[src/hw/rtl/assert_macros.svh]
// Assertion macros for the ring queue RTL.
// Bodies compile to nothing when SYNTHESIS is defined.
`ifndef ASSERT_MACROS_SVH
`define ASSERT_MACROS_SVH
`ifndef SYNTHESIS
`define ASSERT_ALWAYS(label, clk, rst_n, expr, msg) \
    label: assert property (@(posedge clk) disable iff (!(rst_n)) (expr)) else $error(msg);
`define ASSERT_IMPLIES(label, clk, rst_n, ante, cons, msg) \
    label: assert property (@(posedge clk) disable iff (!(rst_n)) (ante) |-> (cons)) \
        else $error(msg);
`else
`define ASSERT_ALWAYS(label, clk, rst_n, expr, msg)
`define ASSERT_IMPLIES(label, clk, rst_n, ante, cons, msg)
`endif
`endif

[src/hw/rtl/vrrq_pkg.sv]
// Types and codes for the variable record ring queue.
// No dependencies; imported by every module of the block.
`timescale 1ns / 1ps
package vrrq_pkg;

    localparam int BYTE_W = 8;
    localparam int LEN_W  = 10;
    localparam int CNT_W  = 10;
    localparam int FREE_W = 11;
    localparam int MODE_W = 2;
    localparam int STAT_W = 2;

    localparam logic [MODE_W-1:0] MODE_APPEND = 2'd0;
    localparam logic [MODE_W-1:0] MODE_READ   = 2'd1;
    localparam logic [MODE_W-1:0] MODE_REMOVE = 2'd2;

    localparam logic [STAT_W-1:0] STAT_OK        = 2'd0;
    localparam logic [STAT_W-1:0] STAT_EMPTY     = 2'd1;
    localparam logic [STAT_W-1:0] STAT_TOO_LARGE = 2'd2;
    localparam logic [STAT_W-1:0] STAT_SEQ_ERR   = 2'd3;

    typedef struct packed {
        logic [MODE_W-1:0] mode;
        logic              first_byte;
        logic [LEN_W-1:0]  message_length;
        logic [BYTE_W-1:0] data_byte;
        logic [LEN_W-1:0]  read_offset;
    } t_item;

    typedef struct packed {
        logic [BYTE_W-1:0] read_byte;
        logic [LEN_W-1:0]  first_length;
        logic [CNT_W-1:0]  message_count;
        logic [FREE_W-1:0] free_bytes;
        logic [CNT_W-1:0]  evicted;
        logic [STAT_W-1:0] status;
    } t_result;

endpackage

[src/hw/rtl/vrrq_ctrl.sv]
// Sequencer for the ring queue: pointers, counters, eviction walk and header access.
// Depends on vrrq_pkg and assert_macros.svh; drives vrrq_ram.
`timescale 1ns / 1ps
`include "assert_macros.svh"
module vrrq_ctrl import vrrq_pkg::*; #(
    parameter int RING_BYTES   = 1024,
    parameter int HEADER_BYTES = 2
) (
    input  logic                          i_clk,
    input  logic                          i_rst_n,
    input  logic                          i_item_valid,
    input  t_item                         i_item,
    output logic                          o_busy,
    output logic                          o_res_valid,
    output t_result                       o_res,
    input  logic                          i_res_ready,
    output logic                          o_mem_we,
    output logic [$clog2(RING_BYTES)-1:0] o_mem_waddr,
    output logic [BYTE_W-1:0]             o_mem_wdata,
    output logic                          o_mem_re,
    output logic [$clog2(RING_BYTES)-1:0] o_mem_raddr,
    input  logic [BYTE_W-1:0]             i_mem_rdata
);

    localparam int PW  = $clog2(RING_BYTES);
    localparam int PW1 = PW + 1;
    localparam int UW  = $clog2(RING_BYTES + 1);
    localparam int CW  = (UW > 11) ? UW + 1 : 12;
    localparam int HIW = (HEADER_BYTES > 1) ? $clog2(HEADER_BYTES) : 1;
    localparam int NHB = (HEADER_BYTES >= 2) ? 2 : 1;

    typedef enum logic [3:0] {
        S_IDLE,
        S_DECODE,
        S_EVICT,
        S_DROP,
        S_HDR_RD,
        S_HDR_CAP,
        S_HDR_WR,
        S_DATA_WR,
        S_RD_CAP,
        S_FINISH
    } t_state;

    t_state             r_state;
    t_item              r_item;
    logic [PW-1:0]      r_oldest;
    logic [PW-1:0]      r_wp;
    logic [PW-1:0]      r_rptr;
    logic [UW-1:0]      r_used;
    logic [UW-1:0]      r_stored;
    logic [UW-1:0]      r_evict;
    logic [LEN_W-1:0]   r_left;
    logic [LEN_W-1:0]   r_open_len;
    logic [LEN_W-1:0]   r_first_len;
    logic               r_open;
    logic               r_is_evict;
    logic [HIW-1:0]     r_hidx;
    logic [STAT_W-1:0]  r_status;
    logic [BYTE_W-1:0]  r_rbyte;

    logic [UW-1:0]      free_now;
    logic [CW-1:0]      rec_len;
    logic [CW-1:0]      rec_old;
    logic [UW-1:0]      drop_len;
    logic [PW-1:0]      oldest_next;
    logic [PW-1:0]      wp_inc;
    logic [PW-1:0]      rptr_inc;
    logic [PW-1:0]      rd_addr;
    logic               too_large;
    logic               need_evict;
    logic               rd_ok;
    logic               cont_ok;
    logic [BYTE_W-1:0]  hdr_byte;

    function automatic logic [PW-1:0] wrap_ptr(input logic [PW1-1:0] sum);
        logic [PW1-1:0] lim;
        lim = PW1'(RING_BYTES);
        if (sum >= lim) begin
            wrap_ptr = PW'(sum - lim);
        end else begin
            wrap_ptr = PW'(sum);
        end
    endfunction

    assign free_now    = UW'(RING_BYTES) - r_used;
    assign rec_len     = CW'(r_item.message_length) + CW'(HEADER_BYTES);
    assign too_large   = (rec_len > CW'(RING_BYTES)) ||
                         ((HEADER_BYTES < 2) && (r_item.message_length[LEN_W-1:8] != '0));
    assign need_evict  = (CW'(free_now) < rec_len) && (r_stored != '0);
    assign rec_old     = CW'(r_first_len) + CW'(HEADER_BYTES);
    assign drop_len    = (rec_old > CW'(r_used)) ? r_used : UW'(rec_old);
    assign oldest_next = wrap_ptr(PW1'(r_oldest) + PW1'(drop_len));
    assign wp_inc      = wrap_ptr(PW1'(r_wp) + PW1'(1));
    assign rptr_inc    = wrap_ptr(PW1'(r_rptr) + PW1'(1));
    assign rd_addr     = wrap_ptr(PW1'(r_oldest) +
                                  PW1'(CW'(r_item.read_offset) + CW'(HEADER_BYTES)));
    assign rd_ok       = (r_item.mode == MODE_READ) && (r_stored != '0) &&
                         (r_item.read_offset < r_first_len);
    assign cont_ok     = (r_item.mode == MODE_APPEND) && !r_item.first_byte && r_open;

    always_comb begin
        if (r_hidx == '0) begin
            hdr_byte = r_item.message_length[7:0];
        end else if (r_hidx == HIW'(1)) begin
            hdr_byte = BYTE_W'(r_item.message_length[LEN_W-1:8]);
        end else begin
            hdr_byte = '0;
        end
    end

    always_comb begin
        o_mem_we    = 1'b0;
        o_mem_wdata = r_item.data_byte;
        o_mem_re    = 1'b0;
        o_mem_raddr = rd_addr;
        unique case (r_state)
            S_DECODE: begin
                o_mem_we = cont_ok;
                o_mem_re = rd_ok;
            end
            S_HDR_WR: begin
                o_mem_we    = 1'b1;
                o_mem_wdata = hdr_byte;
            end
            S_DATA_WR: begin
                o_mem_we = 1'b1;
            end
            S_HDR_RD: begin
                o_mem_re    = 1'b1;
                o_mem_raddr = r_rptr;
            end
            default: begin
            end
        endcase
    end

    assign o_mem_waddr = r_wp;
    assign o_busy      = (r_state != S_IDLE);
    assign o_res_valid = (r_state == S_FINISH);

    assign o_res.read_byte     = r_rbyte;
    assign o_res.first_length  = (r_stored != '0) ? r_first_len : '0;
    assign o_res.message_count = CNT_W'(r_stored);
    assign o_res.free_bytes    = FREE_W'(free_now);
    assign o_res.evicted       = CNT_W'(r_evict);
    assign o_res.status        = r_status;

    always_ff @(posedge i_clk) begin
        if (!i_rst_n) begin
            r_state  <= S_IDLE;
            r_oldest <= '0;
            r_wp     <= '0;
            r_used   <= '0;
            r_stored <= '0;
            r_left   <= '0;
            r_open   <= 1'b0;
        end else begin
            unique case (r_state)
                S_IDLE: begin
                    if (i_item_valid) begin
                        r_item   <= i_item;
                        r_evict  <= '0;
                        r_status <= STAT_OK;
                        r_rbyte  <= '0;
                        r_state  <= S_DECODE;
                    end
                end
                S_DECODE: begin
                    r_state <= S_FINISH;
                    unique case (r_item.mode)
                        MODE_APPEND: begin
                            if (r_item.first_byte) begin
                                if (r_open) begin
                                    r_status <= STAT_SEQ_ERR;
                                end else if (too_large) begin
                                    r_status <= STAT_TOO_LARGE;
                                end else begin
                                    r_is_evict <= 1'b1;
                                    r_state    <= S_EVICT;
                                end
                            end else if (!r_open) begin
                                r_status <= STAT_SEQ_ERR;
                            end else begin
                                r_wp   <= wp_inc;
                                r_left <= r_left - LEN_W'(1);
                                if (r_left == LEN_W'(1)) begin
                                    r_open   <= 1'b0;
                                    r_stored <= r_stored + UW'(1);
                                    if (r_stored == '0) begin
                                        r_first_len <= r_open_len;
                                    end
                                end
                            end
                        end
                        MODE_READ: begin
                            if (r_stored == '0) begin
                                r_status <= STAT_EMPTY;
                            end else if (!rd_ok) begin
                                r_status <= STAT_SEQ_ERR;
                            end else begin
                                r_state <= S_RD_CAP;
                            end
                        end
                        MODE_REMOVE: begin
                            if (r_stored == '0) begin
                                r_status <= STAT_EMPTY;
                            end else begin
                                r_is_evict <= 1'b0;
                                r_state    <= S_DROP;
                            end
                        end
                        default: begin
                            r_status <= STAT_SEQ_ERR;
                        end
                    endcase
                end
                S_EVICT: begin
                    if (need_evict) begin
                        r_state <= S_DROP;
                    end else begin
                        r_used  <= r_used + UW'(rec_len);
                        r_hidx  <= '0;
                        r_state <= S_HDR_WR;
                    end
                end
                S_DROP: begin
                    r_oldest <= oldest_next;
                    r_used   <= r_used - drop_len;
                    r_stored <= r_stored - UW'(1);
                    r_rptr   <= oldest_next;
                    r_hidx   <= '0;
                    if (r_is_evict) begin
                        r_evict <= r_evict + UW'(1);
                    end
                    if (r_stored > UW'(1)) begin
                        r_state <= S_HDR_RD;
                    end else if (r_is_evict) begin
                        r_state <= S_EVICT;
                    end else begin
                        r_state <= S_FINISH;
                    end
                end
                S_HDR_RD: begin
                    r_state <= S_HDR_CAP;
                end
                S_HDR_CAP: begin
                    if (r_hidx == '0) begin
                        r_first_len <= LEN_W'(i_mem_rdata);
                    end else begin
                        r_first_len[LEN_W-1:8] <= i_mem_rdata[LEN_W-9:0];
                    end
                    if (r_hidx == HIW'(NHB - 1)) begin
                        r_state <= r_is_evict ? S_EVICT : S_FINISH;
                    end else begin
                        r_hidx  <= r_hidx + HIW'(1);
                        r_rptr  <= rptr_inc;
                        r_state <= S_HDR_RD;
                    end
                end
                S_HDR_WR: begin
                    r_wp <= wp_inc;
                    if (r_hidx == HIW'(HEADER_BYTES - 1)) begin
                        if (r_item.message_length == '0) begin
                            r_stored <= r_stored + UW'(1);
                            if (r_stored == '0) begin
                                r_first_len <= '0;
                            end
                            r_state <= S_FINISH;
                        end else begin
                            r_state <= S_DATA_WR;
                        end
                    end else begin
                        r_hidx <= r_hidx + HIW'(1);
                    end
                end
                S_DATA_WR: begin
                    r_wp   <= wp_inc;
                    r_left <= r_item.message_length - LEN_W'(1);
                    if (r_item.message_length == LEN_W'(1)) begin
                        r_stored <= r_stored + UW'(1);
                        if (r_stored == '0) begin
                            r_first_len <= r_item.message_length;
                        end
                    end else begin
                        r_open     <= 1'b1;
                        r_open_len <= r_item.message_length;
                    end
                    r_state <= S_FINISH;
                end
                S_RD_CAP: begin
                    r_rbyte <= i_mem_rdata;
                    r_state <= S_FINISH;
                end
                S_FINISH: begin
                    if (i_res_ready) begin
                        r_state <= S_IDLE;
                    end
                end
                default: begin
                    r_state <= S_IDLE;
                end
            endcase
        end
    end

    `ASSERT_ALWAYS(a_no_rw_overlap, i_clk, i_rst_n, !(o_mem_we && o_mem_re), "read and write in one cycle")
    `ASSERT_ALWAYS(a_used_in_range, i_clk, i_rst_n, r_used <= UW'(RING_BYTES), "ring overfilled")
    `ASSERT_IMPLIES(a_empty_no_used, i_clk, i_rst_n, (r_state == S_IDLE) && (r_stored == '0) && !r_open, r_used == '0, "bytes held with no message")
    `ASSERT_IMPLIES(a_open_has_left, i_clk, i_rst_n, r_open, r_left != '0, "open message with no bytes left")

endmodule

[config.mk]
export PLATFORM = sky130hd
export DESIGN_NAME = vrrq_ctrl
export DESIGN_NICKNAME = d
export VERILOG_FILES = /design/src/hw/rtl/vrrq_pkg.sv /design/src/hw/rtl/vrrq_ctrl.sv
export VERILOG_INCLUDE_DIRS = /design/src /design/src/hw/rtl
export SDC_FILE = /design/constraint.sdc
export NUM_CORES = 1
export LEC_CHECK = 0
export BUFFER_PORTS_ARGS = -buffer_cell sky130_fd_sc_hd__buf_2
export CAP_MARGIN = 25
export CELL_PAD_IN_SITES_DETAIL_PLACEMENT = 0
export CELL_PAD_IN_SITES_GLOBAL_PLACEMENT = 1
export CORE_MARGIN = 8
export CORE_UTILIZATION = 45
export CTS_CLUSTER_DIAMETER = 30
export CTS_CLUSTER_SIZE = 24
export DETAILED_ROUTE_END_ITERATION = 16
export PLACE_DENSITY_LB_ADDON = 0.1
export SLEW_MARGIN = 40
export SYNTH_ARGS = -nofsm -noshare
export SYNTH_HDL_FRONTEND = slang
export SYNTH_SLANG_ARGS = --single-unit
export TNS_END_PERCENT = 5
[constraint.sdc]
create_clock -name i_clk -period 5.6 [get_ports i_clk]
set_clock_uncertainty 0.1 [all_clocks]
set_input_delay 0.84 -clock i_clk [delete_from_list [all_inputs] [get_ports i_clk]]
set_output_delay 0.84 -clock i_clk [all_outputs]
set_load 0.01 [all_outputs]
# Word level (Yosys, flattened, before mapping)

Cells that the tools add are included.

Flip-flop bits (word level): 141
Input bits: 43
Output and inout port bits: 83
Word-level logic and storage cells: 219

$add $sub $neg: 20
Magnitude comparators: 9
Equality and inequality tests: 37
Multiplexer cells: 89
Bitwise gates (word level): 1
Reductions and logical operators: 42

Operators with widths:

| kind                                               | number |
|---|---|
| 2-to-1 mux 10 bit                                  | 23 |
| 2-to-1 mux 11 bit                                  | 11 |
| case mux 10 bit (2 select lines)                   | 3 |
| subtractor 10 x 1 -> 10 bit, second input constant | 6 |
| >= comparator 11 bit, second input constant        | 4 |
| 2-to-1 mux 4 bit                                   | 11 |
| case mux 11 bit (2 select lines)                   | 2 |
| case mux 11 bit (4 select lines)                   | 1 |
| case mux 10 bit (4 select lines)                   | 1 |
| != test 2 bit, second input constant               | 19 |
| case mux 4 bit (9 select lines)                    | 1 |
| adder 10 x 2 -> 11 bit, second input constant      | 3 |
| 2-to-1 mux 8 bit                                   | 4 |
| adder 10 x 1 -> 11 bit, second input constant      | 2 |
| adder 10 x 11 -> 11 bit                            | 2 |
| adder 11 x 1 -> 11 bit, second input constant      | 2 |
| == test 10 x 1 -> 1 bit, second input constant     | 2 |
| 2-to-1 mux 2 bit                                   | 9 |
| AND reduction 3 bit                                | 6 |
| == test 4 x 3 -> 1 bit, second input constant      | 4 |
| case mux 8 bit (2 select lines)                    | 1 |
| AND reduction 4 bit                                | 4 |
| nonzero test 2 bit                                 | 8 |
| AND reduction 7 bit                                | 2 |
| other kinds (41)                                   | 67 |

# Longest topological paths before layout

Gate-level depths: netlist of run 1.

Depth after elaboration: 7
Mapped depth: 22
Gate-level depth less buffers: 22

# Worst setup path before layout of run 1

OpenSTA, ideal clock, no wires.

Path type: input to register
Start point: input port i_rst_n
End point: register r_item[0] (netlist name) (enable)
Library setup time: 0.458 ns
Data arrival time: 3.690 ns
Required time: 5.042 ns
Setup slack: 1.352 ns
Cell stages on the path: 4
Path buffers: 2
Cells stage by stage: clkbuf_1 clkinv_1 clkbuf_1 nor3_1

Word-level cells in the longest chain between the ends: 1

RTL lines:

| what                          | line             | text |
|---|---|---|
| start, declared               | vrrq_ctrl.sv:10  | `input logic i_rst_n,` |
| AND reduction 3 bit (no line) | -                |  |
| end signal, assigned          | vrrq_ctrl.sv:162 | `r_item <= i_item;` |
| end, declared                 | vrrq_ctrl.sv:46  | `t_item r_item;` |

No other way between the ends.
A chain may end at the register's enable or synchronous reset.

# Worst setup path in the final report of run 1

Start point: register r_first_len[3]
End point: register r_used[10]

Word-level cells in the longest chain between the ends: 5

RTL lines:

| what                                 | line             | text |
|---|---|---|
| start, declared                      | vrrq_ctrl.sv:55  | `logic [LEN_W-1:0] r_first_len;` |
| start signal, assigned               | vrrq_ctrl.sv:191 | `r_first_len <= r_open_len;` |
| start signal, assigned               | vrrq_ctrl.sv:249 | `r_first_len <= LEN_W'(i_mem_rdata);` |
| start signal, assigned by index      | vrrq_ctrl.sv:251 | `r_first_len[LEN_W-1:8] <= i_mem_rdata[LEN_W-9:0];` |
| adder 10 x 2 -> 11 bit (*)           | vrrq_ctrl.sv:91  | `assign rec_old = CW'(r_first_len) + CW'(HEADER_BYTES);` |
| greater-than comparator 11 bit       | vrrq_ctrl.sv:92  | `assign drop_len = (rec_old > CW'(r_used)) ? r_used : UW'(rec_old);` |
| 2-to-1 mux 11 bit (*)                | vrrq_ctrl.sv:92  |  |
| subtractor 11 bit (*)                | vrrq_ctrl.sv:229 | `r_used <= r_used - drop_len;` |
| case mux 11 bit (2 select lines) (*) | vrrq_ctrl.sv:159 | `unique case (r_state)` |
| end signal, assigned                 | vrrq_ctrl.sv:222 | `r_used <= r_used + UW'(rec_len);` |
| end signal, assigned                 | vrrq_ctrl.sv:229 |  |
| end, declared                        | vrrq_ctrl.sv:50  | `logic [UW-1:0] r_used;` |

Mark *: on every way between the ends. The rest lies on a longest branch, timed or not.

==> impl_metrics.toml, run 1 <==
[min_path]
hold_depth = 2
min_path_type = "reg2reg"

[synthesis]
ys_seq_area_frac = 0.374
yosys.area_share.simple = 0.201
ys_ff_latch = 140
avgSynthCellArea_um2 = 8.75
synth-compound-area-share = 0.154
synth-xor-area-share = 0.0838
synth_adder_area_share = 0.118
syn_inst = 1110
synth_top_family_by_area = "simple AND/OR/NAND/NOR gates"
synthTopCellsByArea = "edfxtp_1 (26%), dfxtp_1 (12%), ha_1 (11%)"
synth_edf_count = 83
synthMuxAreaShare = 0.0137
synth_area_mm2 = 0.00971
synth_fp_nets = 1243
yosysUniqueCellTypes = 71
yosys_most_used_dff = "edfxtp_1"
ys_warn_count = 0
yosysTopAreaCell = "edfxtp_1"
synth_top_area_share = 0.257
async_flop_share = 0

[floorplanning]
chipWidth_um = 163
io_pins = 126
row_count = 53
die_area_mm2 = 0.0265
die_h_um = 163
core_mm2 = 0.0211
start_util = 0.461

[detailed_routing]
vias = 8154
viasPerCell = 5.44
drtIter0Drc = 581
avgRoutedWirePerCell_um = 17.7
antenna_left = 0
drt-pass1-iter-count = 5
drc = 0
wl_um = 26600

[timing]
whs_ns = 0.388
period_share = 0.838
slew-limit-headroom = 0.508
worst_pin_slew_ns = 0.735
setup_tns_ns = 0
finalSetupViolCount = 0
hold_viol = 0
rsz0062_at_grt = "no"
drv_slew = 0
fmax_ghz = 0.213
period_needed_ns = 4.70

[layout]
finalNonFillerCells = 1499
area_delta_synth_final_pct = 14.6
final_common_cell = "buf_2"
seq_area_mm2 = 0.00363
layout_common_cells = "buf_2 (126), nor2_1 (119), nand2_1 (100)"
nets = 1344
diodes = 0
multi_input_area_mm2 = 0.00555
design_area_mm2 = 0.0111
fillers = 2034
utilization = 0.528
drive_gt1_frac = 0.157

[placed_design]
dp_hpwl_um = 20600
placed_cells = 1467
post_dp_cell_area_mm2 = 0.0105
placement.io_buffers = 125
gp_congestion = 0.876

[cts]
clock_latency_ns = 0.44
cts_root_buffer = "clkbuf_16"
path_clk_slew_ns = 0.07
cts_sinks = 140
htree_levels = 4
cts_resized = 0
cts_setup_buffers = 0
numCtsBuffers = 17
cts_tree = "built"
cts_hold_buf = 0
cts_buffer_depth = 2

[worst_setup_path]
cp_max_fo = 6
cp-start-kind = "flip-flop"
endpoint_kind = "flip-flop"
critPathArrivalTime_ns = 4.97
reg2reg_to = "r_used[10]"
r2r_start = "r_first_len[3]"
crit_end = "r_used[10]"
critPathRequiredTime_ns = 5.87
r2r_cells = 22
r2r_slack_ns = 0.90
worstSetupStartpoint = "r_first_len[3]"
timing_worst_setup_path_type = "reg2reg"

[global_route]
grt_max_degree = 32
track_usage = 0.202
antenna_found_initial = 0
overflow = 0
grt_pass1_wl_um = 42400
grt_pass1_vias = 7896

[job]
maxCapViolations = 0

[power]
power.leakage_nw = 4.58
vdd_ir_drop_max_mv = 0.208
power.density_mw_per_mm2 = 287

[status]
status = "completed"
registers in the layout, summed over array words and instances, names as in the netlist:
name and flops:
r_first_len 10, r_open_len 10, r_rptr 10, r_status 2, r_stored 11, r_used 11
r_rbyte 8, r_open 1, r_item 31, r_is_evict 1, r_state 4, o_mem_waddr 10
r_oldest 10, r_hidx 1, r_evict 10, r_left 10
power by group:
group | internal, W | switching [W]
logic | 0.000293 | 0.000457
clock network | 0.000683 | 0.000528
registers | 0.00116 | 0.0000741
cell type report:
cell class / instances / area share
inverters: 66 / 0.0223
multi-input cells: 847 / 0.499
well taps: 275 / 0.0309
clock inverters: 15 / 0.0179
clock buffers: 17 / 0.0382
repair buffers: 139 / 0.0654
flip-flops and latches: 140 / 0.326
kinds of logic (layout without fill, tap and decap cells):
| logic type | count (synthesis) | count (layout) |
|---|---|---|
| XOR/XNOR | 93 | 93 |
| flip-flops | 140 | 140 |
| multiplexers | 13 | 13 |
| adder cells (fa/ha/maj) | 90 | 90 |
| buffers and inverters | 123 | 237 |
| AO/OA/AOI/OAI | 251 | 251 |
| AND/OR/NAND/NOR | 400 | 400 |
critical path: stages, from the launching register on:
cell,delay [ns]
edfxtp_1,0.41
and3_1,0.19
and2_1,0.20
nand4_1,0.13
xnor2_1,0.26
ha_1,0.30
a21oi_1,0.14
nor2_1,0.05
a211oi_1,0.32
a21oi_1,0.24
nand2_1,0.11
o21ai_0,0.12
nand2_1,0.10
o21ai_0,0.09
ha_1,0.22
fa_1,0.41
nor2b_1,0.11
o21ai_0,0.10
a21oi_1,0.24
o21ai_0,0.20
xnor2_1,0.16
a22oi_1,0.23
mux2i_1,0.19
synth_stat cells, drive strengths merged (21+ instances only):
| cell | instances |
|---|---|
| nand2 | 101 |
| nor2 | 120 |
| nand3 | 42 |
| xor2 | 33 |
| inv | 65 |
| buf | 21 |
| clkbuf | 36 |
| dfxtp | 57 |
| edfxtp | 83 |
| xnor2 | 60 |
| o21ai | 69 |
| nor3 | 21 |
| ha | 87 |
| a21oi | 99 |
routing by layer:
| layer | up-vias | wire (µm) | global-route usage |
|---|---|---|---|
| met4 | 0 | 448 | 0.0567 |
| met5 | - | 0 | 0 |
| met2 | 191 | 12700 | 0.332 |
| met3 | 32 | 1180 | 0.0389 |
| li1 | 4136 | - | - |
| met1 | 3795 | 12300 | 0.266 |
worst min path at each step:
stage          startpoint       endpoint
2_1_floorplan  r_item[24]  r_open_len[6]
5_1_grt        r_used[10]     r_used[10]
3_5_place_dp    r_left[1]      r_left[1]
4_1_cts         r_left[1]      r_left[1]
3_3_place_gp    r_left[1]      r_left[1]
6_report        r_left[1]      r_left[1]
metrics by stage:
| step | setup slack (ns) | power [W] |
|---|---|---|
| after global placement | 1.14 | 0.00200 |
| after floorplan | 1.35 | 0.00175 |
| final | 0.905 | 0.00319 |
| after detailed placement | 1.00 | 0.00200 |
| after CTS | 0.974 | 0.00321 |
| after global routing | 0.406 | 0.00334 |
Power figures use the tool's default switching activity.
==> inputs of run 2 (changes only) <==
==> constraint.sdc (replaced) <==
create_clock -name i_clk -period 4.9 [get_ports i_clk]
set_clock_uncertainty 0.1 [all_clocks]
set_input_delay 0.735 -clock i_clk [delete_from_list [all_inputs] [get_ports i_clk]]
set_output_delay 0.735 -clock i_clk [all_outputs]
set_load 0.01 [all_outputs]
==> impl_metrics.toml, run 2 (synthesis gave the netlist of run 1 again) <==
[layout]
fillers = 2020
max_flop_register = "r_item"
drive_gt1_frac = 0.169
largest_register_ffs = 31
diodes = 0
final_common_cell = "buf_2"
layout_common_cells = "buf_2 (126), nor2_1 (119), nand2_1 (100)"
utilization = 0.532
nets = 1353
area_delta_synth_final_pct = 15.6
reg_top3 = "r_item x31, r_stored x11, r_used x11"

[power]
sw_frac_of_total = 0.344
power.density_mw_per_mm2 = 320
p_switching_w = 0.00124
clkPwrFrac = 0.366
internal_power_w = 0.00236
power_frac_seq = 0.389
power.leakage_nw = 4.62
vdd_ir_drop_max_mv = 0.234
p_comb_frac = 0.244

[timing]
slew-limit-headroom = 0.530
fmax_ghz = 0.223
drv_slew = 0
hold_viol = 0
period_needed_ns = 4.48
period_share = 0.914
worst_pin_slew_ns = 0.704
layout_setup_ws_ns = 0.420
finalSetupViolCount = 0

[cts]
cts_tree = "built"
path_clk_slew_ns = 0.07
cts_buffer_depth = 2
cts_sinks = 140
numCtsBuffers = 17
cts_root_buffer = "clkbuf_16"
cts_hold_buf = 0
clock_latency_ns = 0.43
htree_levels = 4

[worst_setup_path]
cp-start-kind = "flip-flop"
timing_worst_setup_path_type = "reg2reg"
endpoint_kind = "flip-flop"
critPathRequiredTime_ns = 5.15
cp_max_fo = 10
r2r_cells = 23
critPathArrivalTime_ns = 4.73

[floorplanning]
core_mm2 = 0.0211
die_h_um = 163
io_pins = 126
start_util = 0.461
die_area_mm2 = 0.0265
row_count = 53
chipWidth_um = 163

[global_route]
track_usage = 0.203
antenna_found_initial = 0
overflow = 0
grt_pass1_wl_um = 42800
grt_pass1_vias = 7931
grt_max_degree = 34

[job]
maxCapViolations = 0

[detailed_routing]
antenna_left = 0
vias = 8201
drc = 0
wl_um = 26800
drtIter0Drc = 560
drt-pass1-iter-count = 6
viasPerCell = 5.44
avgRoutedWirePerCell_um = 17.8

[min_path]
hold_depth = 1
min_path_type = "in2reg"

[placed_design]
dp_hpwl_um = 20800
gp_congestion = 0.863
placement.io_buffers = 125
pre_cts_slack_ns = 0.194

[status]
status = "completed"
==> run 2: cell count changes in the layout (fill, tap and decap cells not counted), sizes merged <==
cell,change
buf,+9
bufinv,-2
clkinv,+4
inv,-2
==> run 2: repair_timing <==
action | in CTS | in global routing
buffers inserted | 0 | 3
gates resized for setup | 0 | 9
endpoints found under the setup margin | 0 | 13
==> run 2: final cells by class <==
cell class | instances | area [µm²] | share of cell area
multi-input combinational | 847 | 5590 | 0.498
tap | 275 | 344 | 0.0307
clock buffer | 17 | 425 | 0.0379
clock inverter | 15 | 191 | 0.0171
timing repair buffer | 148 | 796 | 0.0709
sequential | 140 | 3630 | 0.324
inverter | 66 | 248 | 0.0221
==> run 2: layer usage <==
metal  track usage  routed length, µm
met1         0.268              12400
met2         0.339              12900
met3        0.0351               1180
met4        0.0525                426
met5             0                  0
==> run 2: critical path, stage by stage, from the launching register on <==
cell,delay [ns]
edfxtp_1,0.38
and3_1,0.19
and2_4,0.16
nand4_1,0.12
xnor2_2,0.22
ha_1,0.27
a21oi_1,0.16
nor2_1,0.07
a211oi_2,0.28
a21oi_1,0.14
buf_4,0.19
nand2_1,0.06
o21ai_0,0.11
nand2_1,0.10
o21ai_0,0.09
ha_1,0.23
fa_1,0.41
nor2b_1,0.13
o21ai_0,0.13
a21oi_2,0.21
o21ai_2,0.11
xor2_1,0.16
a22oi_1,0.19
mux2i_1,0.20
==> run 2: power by group through the flow <==
stage	combinational (W)	clock [W]	sequential (W)
finish	0.000879	0.00132	0.00140
global route	0.000979	0.00139	0.00141
CTS	0.000875	0.00135	0.00140
detailed placement	0.000868	0	0.00143
global placement	0.000863	0	0.00143
floorplan	0.000603	0	0.00140
==> run 2: final timing paths <==
check / to / slack (ns) / from
max: r_used[10] / 0.42 / r_first_len[5]
min: r_item[17] / 0.37 / i_item[17]
max reg2reg: r_used[10] / 0.42 / r_first_len[5]
min reg2reg: r_oldest[5] / 0.40 / r_oldest[5]
==> run 2: per-stage QoR <==
step | hold slack [ns] | setup TNS [ns] | instance area (µm²) | power (W) | std cells
2_1_floorplan | 0.321 | 0 | 9710 | 0.00200 | 1110
3_3_place_gp | 0.378 | 0 | 10500 | 0.00229 | 1472
3_5_place_dp | 0.393 | 0 | 10600 | 0.00229 | 1473
4_1_cts | 0.347 | 0 | 11200 | 0.00362 | 1505
5_1_grt | 0.350 | -0.0493 | 11200 | 0.00378 | 1508
6_report | 0.369 | 0 | 11200 | 0.00360 | 1508
